<file path="src/hw/rtl/tpe_pkg.sv">
// ----------------------------------------------------------------------------
// tpe_pkg
// shared types and constants of the triangle plane equation unit
// ----------------------------------------------------------------------------
package tpe_pkg;

   typedef enum logic [1:0] {
      ACT_CLEAR  = 2'd0,
      ACT_APPEND = 2'd1,
      ACT_FACE   = 2'd2
   } action_type;

   typedef enum logic [1:0] {
      SEL_A = 2'd0,
      SEL_B = 2'd1,
      SEL_C = 2'd2
   } corner_sel_type;

   typedef enum logic [3:0] {
      MUL_NONE  = 4'd0,
      MUL_X0    = 4'd1,
      MUL_X1    = 4'd2,
      MUL_Y0    = 4'd3,
      MUL_Y1    = 4'd4,
      MUL_Z0    = 4'd5,
      MUL_Z1    = 4'd6,
      MUL_SQ_A  = 4'd7,
      MUL_SQ_B  = 4'd8,
      MUL_SQ_C  = 4'd9,
      MUL_DOT_A = 4'd10,
      MUL_DOT_B = 4'd11,
      MUL_DOT_C = 4'd12
   } mul_op_type;

   // floor(0.1 * 2^64)
   localparam logic [63:0] TENTH_Q64 = 64'h1999_9999_9999_9999;

   localparam int STEP_W     = 5;
   localparam int CROSS_OPS  = 6;
   localparam int SQ_OPS     = 3;
   localparam int DOT_OPS    = 3;
   localparam int SQRT_STEPS = 32;
   localparam int DIV_STEPS  = 31;

   typedef struct packed {
      logic           wr_en;
      logic           cap_face;
      logic           rd_en;
      corner_sel_type rd_sel;
      logic           cap_p0;
      logic           cap_p1;
      logic           cap_p2;
      logic           edge_en;
      mul_op_type     mul_op;
      logic           abs_en;
      logic           norm_step;
      logic           sum_init;
      logic           sqrt_init;
      logic           sqrt_step;
      logic           div_init;
      logic           div_step;
      logic           load_out;
      logic           oob;
   } dp_cmd_type;

   typedef struct packed {
      logic norm_done;
   } dp_status_type;

endpackage

</file>
<file path="src/hw/rtl/tpe_ctrl.sv">
// ----------------------------------------------------------------------------
// tpe_ctrl
// sequencer: handshake, vertex count, range check and face step schedule
// ----------------------------------------------------------------------------
module tpe_ctrl import tpe_pkg::*; #(
   parameter int VERTEX_DEPTH = 4096
) (
   input  logic                              clock,
   input  logic                              reset,
   input  logic                              req_valid,
   output logic                              req_ready,
   input  logic [1:0]                        req_action,
   input  logic [11:0]                       req_corner_a,
   input  logic [11:0]                       req_corner_b,
   input  logic [11:0]                       req_corner_c,
   output logic                              rsp_valid,
   input  logic                              rsp_ready,
   output dp_cmd_type                        cmd,
   output logic [$clog2(VERTEX_DEPTH)-1:0]   wr_addr,
   input  dp_status_type                     sts
);

   localparam int AW   = $clog2(VERTEX_DEPTH);
   localparam int CW   = $clog2(VERTEX_DEPTH + 1);
   localparam int CMPW = (CW > 12) ? CW : 12;
   localparam int WAW  = (AW > CW) ? AW : CW;

   typedef enum logic [17:0] {
      ST_IDLE      = 18'h00001,
      ST_RD_A      = 18'h00002,
      ST_RD_B      = 18'h00004,
      ST_RD_C      = 18'h00008,
      ST_CAP_C     = 18'h00010,
      ST_EDGE      = 18'h00020,
      ST_CROSS     = 18'h00040,
      ST_CROSS_END = 18'h00080,
      ST_ABS       = 18'h00100,
      ST_NORM      = 18'h00200,
      ST_SQ        = 18'h00400,
      ST_SQ_END    = 18'h00800,
      ST_SQRT      = 18'h01000,
      ST_DIV_INIT  = 18'h02000,
      ST_DIV       = 18'h04000,
      ST_DOT       = 18'h08000,
      ST_DOT_END   = 18'h10000,
      ST_FIN       = 18'h20000
   } state_type;

   state_type         state_ff, state_in;
   logic [STEP_W-1:0] step_ff, step_in;
   logic [CW-1:0]     count_ff, count_in;
   logic              oob_ff, oob_in;
   logic              rsp_valid_ff, rsp_valid_in;
   logic              accept;
   logic              oob;
   logic [CMPW-1:0]   count_cmp;
   logic [WAW-1:0]    count_wide;

   assign req_ready  = (state_ff == ST_IDLE);
   assign rsp_valid  = rsp_valid_ff;
   assign accept     = req_valid && req_ready;
   assign count_cmp  = CMPW'(count_ff);
   assign count_wide = WAW'(count_ff);
   assign wr_addr    = count_wide[AW-1:0];
   assign oob        = (CMPW'(req_corner_a) >= count_cmp) ||
                       (CMPW'(req_corner_b) >= count_cmp) ||
                       (CMPW'(req_corner_c) >= count_cmp);

   always_comb begin
      cmd          = '0;
      cmd.rd_sel   = SEL_A;
      cmd.mul_op   = MUL_NONE;
      state_in     = state_ff;
      step_in      = step_ff;
      count_in     = count_ff;
      oob_in       = oob_ff;
      unique case (state_ff)
         ST_IDLE: begin
            if (accept) begin
               if (req_action == ACT_CLEAR) begin
                  count_in = '0;
               end else if (req_action == ACT_APPEND) begin
                  if (count_ff != CW'(VERTEX_DEPTH)) begin
                     cmd.wr_en = 1'b1;
                     count_in  = count_ff + 1'b1;
                  end
               end else if (req_action == ACT_FACE) begin
                  cmd.cap_face = 1'b1;
                  oob_in       = oob;
                  state_in     = oob ? ST_FIN : ST_RD_A;
               end
            end
         end
         ST_RD_A: begin
            cmd.rd_en  = 1'b1;
            cmd.rd_sel = SEL_A;
            state_in   = ST_RD_B;
         end
         ST_RD_B: begin
            cmd.rd_en  = 1'b1;
            cmd.rd_sel = SEL_B;
            cmd.cap_p0 = 1'b1;
            state_in   = ST_RD_C;
         end
         ST_RD_C: begin
            cmd.rd_en  = 1'b1;
            cmd.rd_sel = SEL_C;
            cmd.cap_p1 = 1'b1;
            state_in   = ST_CAP_C;
         end
         ST_CAP_C: begin
            cmd.cap_p2 = 1'b1;
            state_in   = ST_EDGE;
         end
         ST_EDGE: begin
            cmd.edge_en = 1'b1;
            step_in     = '0;
            state_in    = ST_CROSS;
         end
         ST_CROSS: begin
            unique case (step_ff)
               STEP_W'(0): cmd.mul_op = MUL_X0;
               STEP_W'(1): cmd.mul_op = MUL_X1;
               STEP_W'(2): cmd.mul_op = MUL_Y0;
               STEP_W'(3): cmd.mul_op = MUL_Y1;
               STEP_W'(4): cmd.mul_op = MUL_Z0;
               default:    cmd.mul_op = MUL_Z1;
            endcase
            step_in = step_ff + 1'b1;
            if (step_ff == STEP_W'(CROSS_OPS - 1)) begin
               step_in  = '0;
               state_in = ST_CROSS_END;
            end
         end
         ST_CROSS_END: state_in = ST_ABS;
         ST_ABS: begin
            cmd.abs_en = 1'b1;
            state_in   = ST_NORM;
         end
         ST_NORM: begin
            if (sts.norm_done) begin
               state_in = ST_SQ;
            end else begin
               cmd.norm_step = 1'b1;
            end
         end
         ST_SQ: begin
            unique case (step_ff)
               STEP_W'(0): begin
                  cmd.mul_op   = MUL_SQ_A;
                  cmd.sum_init = 1'b1;
               end
               STEP_W'(1): cmd.mul_op = MUL_SQ_B;
               default:    cmd.mul_op = MUL_SQ_C;
            endcase
            step_in = step_ff + 1'b1;
            if (step_ff == STEP_W'(SQ_OPS - 1)) begin
               step_in  = '0;
               state_in = ST_SQ_END;
            end
         end
         ST_SQ_END: begin
            cmd.sqrt_init = 1'b1;
            state_in      = ST_SQRT;
         end
         ST_SQRT: begin
            cmd.sqrt_step = 1'b1;
            step_in       = step_ff + 1'b1;
            if (step_ff == STEP_W'(SQRT_STEPS - 1)) begin
               step_in  = '0;
               state_in = ST_DIV_INIT;
            end
         end
         ST_DIV_INIT: begin
            cmd.div_init = 1'b1;
            state_in     = ST_DIV;
         end
         ST_DIV: begin
            cmd.div_step = 1'b1;
            step_in      = step_ff + 1'b1;
            if (step_ff == STEP_W'(DIV_STEPS - 1)) begin
               step_in  = '0;
               state_in = ST_DOT;
            end
         end
         ST_DOT: begin
            unique case (step_ff)
               STEP_W'(0): cmd.mul_op = MUL_DOT_A;
               STEP_W'(1): cmd.mul_op = MUL_DOT_B;
               default:    cmd.mul_op = MUL_DOT_C;
            endcase
            step_in = step_ff + 1'b1;
            if (step_ff == STEP_W'(DOT_OPS - 1)) begin
               step_in  = '0;
               state_in = ST_DOT_END;
            end
         end
         ST_DOT_END: state_in = ST_FIN;
         ST_FIN: begin
            if (!rsp_valid_ff || rsp_ready) begin
               cmd.load_out = 1'b1;
               cmd.oob      = oob_ff;
               state_in     = ST_IDLE;
            end
         end
         default: state_in = ST_IDLE;
      endcase
   end

   assign rsp_valid_in = cmd.load_out ? 1'b1 : (rsp_ready ? 1'b0 : rsp_valid_ff);

   always_ff @(posedge clock) begin
      if (reset) begin
         state_ff     <= ST_IDLE;
         step_ff      <= '0;
         count_ff     <= '0;
         oob_ff       <= 1'b0;
         rsp_valid_ff <= 1'b0;
      end else begin
         state_ff     <= state_in;
         step_ff      <= step_in;
         count_ff     <= count_in;
         oob_ff       <= oob_in;
         rsp_valid_ff <= rsp_valid_in;
      end
   end

endmodule

</file>
<file path="config.mk">
export PLATFORM = sky130hd
export DESIGN_NAME = tpe_ctrl
export DESIGN_NICKNAME = d
export VERILOG_FILES = /design/src/hw/rtl/tpe_pkg.sv /design/src/hw/rtl/tpe_ctrl.sv
export SDC_FILE = /design/constraint.sdc
export NUM_CORES = 1
export LEC_CHECK = 0
export BUFFER_PORTS_ARGS = -buffer_cell sky130_fd_sc_hd__buf_2
export CORE_UTILIZATION = 45
export CTS_CLUSTER_SIZE = 25
export DETAILED_ROUTE_END_ITERATION = 8
export GPL_TIMING_DRIVEN = 0
export PLACE_DENSITY = 0.69
export SLEW_MARGIN = 30
export SYNTH_ARGS = -nofsm -noshare
export SYNTH_HDL_FRONTEND = slang
export SYNTH_SLANG_ARGS = --single-unit
</file>
<file path="constraint.sdc">
create_clock -name clock -period 2.8 [get_ports clock]
set_input_delay 0.28 -clock clock [delete_from_list [all_inputs] [get_ports clock]]
set_output_delay 0.28 -clock clock [all_outputs]
set_load 0.01 [all_outputs]
</file>
Yosys cells after proc, flatten, opt, wreduce, memory -nomap -nowiden
Cells that the tools add are included.
{"block": "totals", "mem_bits_rw": 0, "romBits": 0, "output_inout_bits": 36, "input_bits": 43, "register_bits": 38, "latch_bits": 0, "n_memories": 0}
{"block": "op_classes", "n_lt_le_gt_ge": 3, "n_reduce_logical": 15, "n_mux": 50, "bitwise": 2, "n_div": 0, "multipliers": 0, "n_eq_ne": 39, "addsub": 2, "shift": 0}
{"op": "18-bit case mux with 18 select lines", "count": 1}
{"op": "18-bit 2-to-1 mux", "count": 12}
{"op": "12-bit by 13-bit greater-or-equal comparator with 1-bit output", "count": 3}
{"op": "13-bit 2-to-1 mux", "count": 3}
{"op": "5-bit case mux with 5 select lines", "count": 1}
{"op": "5-bit 2-to-1 mux", "count": 4}
{"op": "1-bit 2-to-1 mux", "count": 19}
{"op": "18-bit by 1-bit equality test with 1-bit output, second input constant", "count": 1}
{"op": "18-bit by 10-bit equality test with 1-bit output, second input constant", "count": 1}
{"op": "18-bit by 11-bit equality test with 1-bit output, second input constant", "count": 1}
{"op": "18-bit by 12-bit equality test with 1-bit output, second input constant", "count": 1}
{"op": "18-bit by 13-bit equality test with 1-bit output, second input constant", "count": 1}
{"op": "18-bit by 14-bit equality test with 1-bit output, second input constant", "count": 1}
{"op": "18-bit by 15-bit equality test with 1-bit output, second input constant", "count": 1}
{"op": "18-bit by 16-bit equality test with 1-bit output, second input constant", "count": 1}
{"op": "18-bit by 17-bit equality test with 1-bit output, second input constant", "count": 1}
{"op": "18-bit equality test, second input constant", "count": 1}
{"op": "18-bit by 2-bit equality test with 1-bit output, second input constant", "count": 1}
{"op": "18-bit by 3-bit equality test with 1-bit output, second input constant", "count": 1}
{"op": "18-bit by 4-bit equality test with 1-bit output, second input constant", "count": 1}
{"op": "18-bit by 5-bit equality test with 1-bit output, second input constant", "count": 1}
{"op": "18-bit by 6-bit equality test with 1-bit output, second input constant", "count": 1}
{"op": "18-bit by 7-bit equality test with 1-bit output, second input constant", "count": 1}
{"op": "18-bit by 8-bit equality test with 1-bit output, second input constant", "count": 1}
{"op": "other kinds (30)", "count": 51}

Longest topological paths before layout
{"block": "depth", "ltp_word": 9, "ltp_mapped": 9}

Worst setup path before layout
OpenSTA, ideal clock, no wires.
{"block": "synth_path", "path_kind": "reg2reg", "startpoint": "register state_ff[12]", "endpoint": "register state_ff[0]", "setup_time_ns": 0.117, "path_stages_with_launch": 8, "period_less_slack_ns": 2.368, "slack_ns": 0.432, "required_time_ns": 2.683, "arrival_time_ns": 2.251, "path_cell_list": "dfxtp_1 -> nor4_4 -> nand2_1 -> or4_4 -> nor3_1 -> a2111o_1 -> mux2i_1 -> nand2b_1"}
{"block": "synth_via", "elab_chain_len": 4, "elab_cells_between_ends": 32}
{"item": "start: declaration", "line_no": "tpe_ctrl.sv:49", "source": "state_type state_ff, state_in;"}
{"item": "start signal: assignment", "line_no": "tpe_ctrl.sv:220", "source": "state_ff <= state_in;"}
{"item": "18-bit by 1-bit equality test with 1-bit output", "line_no": "tpe_ctrl.sv:59, tpe_ctrl.sv:77"}
{"item": "1-bit logical AND", "line_no": "tpe_ctrl.sv:61", "source": "assign accept = req_valid && req_ready;"}
{"item": "2-bit by 1-bit != test with 1-bit output (no line)"}
{"item": "11-bit AND reduction (no line)"}
Parallel ways exist; a longest one is shown, timed or not.
A chain may end at the register's enable or synchronous reset.

==> impl_metrics.csv <==
group,metric,value,unit
clocking,cts_root_buffer,"clkbuf_8",
floorplan,boundaryPins,79,
worst_setup_path,crit_start,"state_ff[2]",
synth,syn_area_per_cell,8.19,um2
sta,tightest_slew,590,ps
worst_setup_path,required,2520,ps
sta,setup_tns,0,ps
global_route,gr-total-overflow,0,
placement,numPortBuffers,78,
worst_setup_path,rrSetupSlack,160,ps
routing,wirelength,7860,um
sta,fin_crit_sh,98.0,%
worst_setup_path,worstRegToRegCells,9,
placement,place_inst,563,
worst_setup_path,worstSetupEndpointType,"primary output",
global_route,grt_pass1_wl,13000,um
layout,final_cell_mix,"82 x buf_2, 43 x nor2_1, 43 x ha_1, 38 x dfxtp_1, 28 x inv_1",
worst_hold_path,hp-class,"input port to register",
layout,instances_no_fill,577,
sta,fin_worst_skew,6.20,ps
global_route,grt_usage,21.9,%
sta,fmax,0.364,GHz
routing,wl_per_cell,13.6,um
status,outcome,"finished, final reports clean",
layout,antenna_cells,0,
sta,final.min_clock_period,2740,ps
routing,avgViaCountPerCell,5.34,
placement,post_dp_cell_area,3700,um2
power,p_leak,1.84,nW
floorplan,rows,30,
floorplan,start_util,46.6,%
synth,ys.flop_type,"dfxtp_1",
power,power.density,403,nW/um2
layout,layout_commonest_cell,"buf_2",
floorplan,die_area,7420,um2
placement,place_congestion,0.903,
clocking,clockBufferDepth,2,
floorplan,core_area,6830,um2
routing,drc,0,
sta,slew_headroom,60.7,%
worst_setup_path,worstSetupStartpointType,"register",
worst_setup_path,critical_path.endpoint,"cmd[9]",
synth,synth.distinct_cells,58,
sta,hold_violations,0,
synth,synth_nets,475,
clocking,insertion_delay,300,ps
synth,syn_inst,389,
layout,synthToLayoutAreaGrowth,21.6,%
routing,vias,3083,
worst_setup_path,cp.arrival,2460,ps
worst_setup_path,reg2reg_from,"state_ff[2]",
worst_setup_path,critPathMaxFanout,8,
clocking,ctsHoldBuffers,0,
layout,fillerInstances,669,
job,drv_cap,0,
floorplan,die_width,86.1,um
global_route,grt_max_degree,13,
floorplan,die_h,86.1,um
clocking,cts_made_buffers,5,
sta,rsz0062_at_grt,"true",
synth,synth_area,3190,um2
worst_setup_path,path_class,"register to primary output",
routing,drt_iter0_drc,179,
routing,drtPass1Iterations,4,
power,irDropWorstVdd,0.214,mV
synth,ys_ff_latch,38,
global_route,grt_pass1_vias,2867,
clocking,tritoncts,"yes",
placement,place_hpwl,6260,um
layout,layout-drive-gt1-share,26.0,%
sta,finalSetupViolations,0,
layout,final_nets,566,
synth,synth_async_sr_flop_share,0,%
layout,stdcell_area,3870,um2
synth,synth_edf_count,0,
layout,fin_util,56.7,%
clocking,htree_num_levels,2,
routing,ant_nets,0,
clocking,clock-sinks,38,
synth,yosys_warnings,0,
sta,drv_slew,0,
clocking,clkSlewWorstSetupHoldPaths,80,ps
sta,whs,221,ps
global_route,antenna_found_initial,0,
synth,ys_seq_area_share,23.9,%
worst_setup_path,rr_endpoint,"state_ff[7]",
## Yosys cell counts (2+ instances only)
| master | n | area [um2] |
|---|---|---|
| o211a_1 | 2 | 20.0 |
| a311oi_1 | 2 | 17.5 |
| a22oi_1 | 3 | 22.5 |
| o21ai_0 | 11 | 55.1 |
| nor2_1 | 43 | 161 |
| nand2_1 | 21 | 78.8 |
| a21o_1 | 6 | 45.0 |
| and4_1 | 4 | 35.0 |
| ha_1 | 43 | 538 |
| nor4_4 | 2 | 42.5 |
| nand3_1 | 8 | 40.0 |
| nor4b_1 | 6 | 52.6 |
| nor4_1 | 9 | 56.3 |
| a211o_1 | 2 | 17.5 |
| and2_1 | 3 | 18.8 |
| inv_1 | 28 | 105 |
| nand4b_1 | 5 | 43.8 |
| buf_2 | 4 | 20.0 |
| nor4_2 | 2 | 25.0 |
| a2111oi_0 | 2 | 17.5 |
| or3_1 | 5 | 31.3 |
| nand2b_1 | 10 | 62.6 |
| nor3_1 | 13 | 65.1 |
| xor2_1 | 6 | 52.6 |
| o21ai_1 | 3 | 15.0 |
| nand4_1 | 10 | 62.6 |
| a21oi_1 | 26 | 130 |
| clkbuf_1 | 3 | 11.3 |
| a2111o_1 | 2 | 22.5 |
| and4b_1 | 3 | 30.0 |
| mux2i_1 | 4 | 40.0 |
| nor2b_1 | 7 | 43.8 |
| xnor2_1 | 8 | 70.1 |
| nor3b_1 | 2 | 15.0 |
| a31oi_1 | 3 | 18.8 |
| dfxtp_1 | 38 | 761 |
| buf_4 | 14 | 105 |
| and3_1 | 6 | 37.5 |
## sequential cells by signal, summed over array words and instances, names as in the netlist
name and count:
count_cmp 13, rsp_valid 1, state_ff 18, step_ff 5, oob_ff 1
## cell families after synthesis
logic type | count (synthesis) | synth area share [%]
multiplexers | 4 | 1.26
buffers and inverters | 50 | 7.93
XOR/XNOR | 14 | 3.85
AO/OA/AOI/OAI | 74 | 15.6
adder cells (fa/ha/maj) | 43 | 16.9
AND/OR/NAND/NOR | 166 | 30.6
flip-flops | 38 | 23.9
## routing by layer
layer | wire length [um] | global-route usage [%] | up-vias
li1 | - | - | 1590
met1 | 3730 | 29.2 | 1398
met2 | 3610 | 36.4 | 79
met3 | 405 | 4.04 | 16
met4 | 109 | 5.91 | 0
met5 | 0 | 0 | -
## power by group
part	switching, W	leakage [nW]	internal (W)
clock	0.000210	0.0472	0.000198
combinational	0.000306	1.48	0.000261
sequential	0.0000268	0.307	0.000558
total	0.000543	1.84	0.00102
## per-stage QoR
stage                     total power [W]  setup slack, ps
final                             0.00156             55.3
after global routing              0.00166            -53.1
after CTS                         0.00151             5.74
after detailed placement          0.00109              164
after global placement            0.00108              149
after floorplan                  0.000945              432
## worst max-delay path: stages (launching register included)
cell      delay [ps]
dfxtp_1          300
buf_2            160
nor4_4           390
nand4_1          190
or3_4            400
or4_1            490
o221ai_1          80
buf_2            160
## worst min path at each step
stage,start,end,slack (ps),cells after the start
after detailed placement,oob_ff,oob_ff,510,2
after CTS,reset,state_ff[3],220,2
after floorplan,reset,state_ff[3],350,1
final,reset,state_ff[3],220,2
after global routing,reset,state_ff[3],220,2
after global placement,oob_ff,oob_ff,470,2
## what timing repair did
item | CTS | global route
endpoints found under the hold margin | 0 | 0
gates resized for setup | 2 | 5
pin swaps | 2 | 2
setup endpoints to repair | 2 | 11
setup buffers | 1 | 5
## cell type report
class                   count  area, um2  share of cell area (%)
well taps                  96        120                    3.10
flip-flops and latches     38        761                    19.6
clock inverters             2       12.5                   0.323
inverters                  28        105                    2.71
multi-input cells         301       2210                    57.0
plain buffers              22        148                    3.81
repair buffers             84        435                    11.2
clock buffers               6       82.6                    2.13
Note: power is estimated with default switching activity, not from simulation.
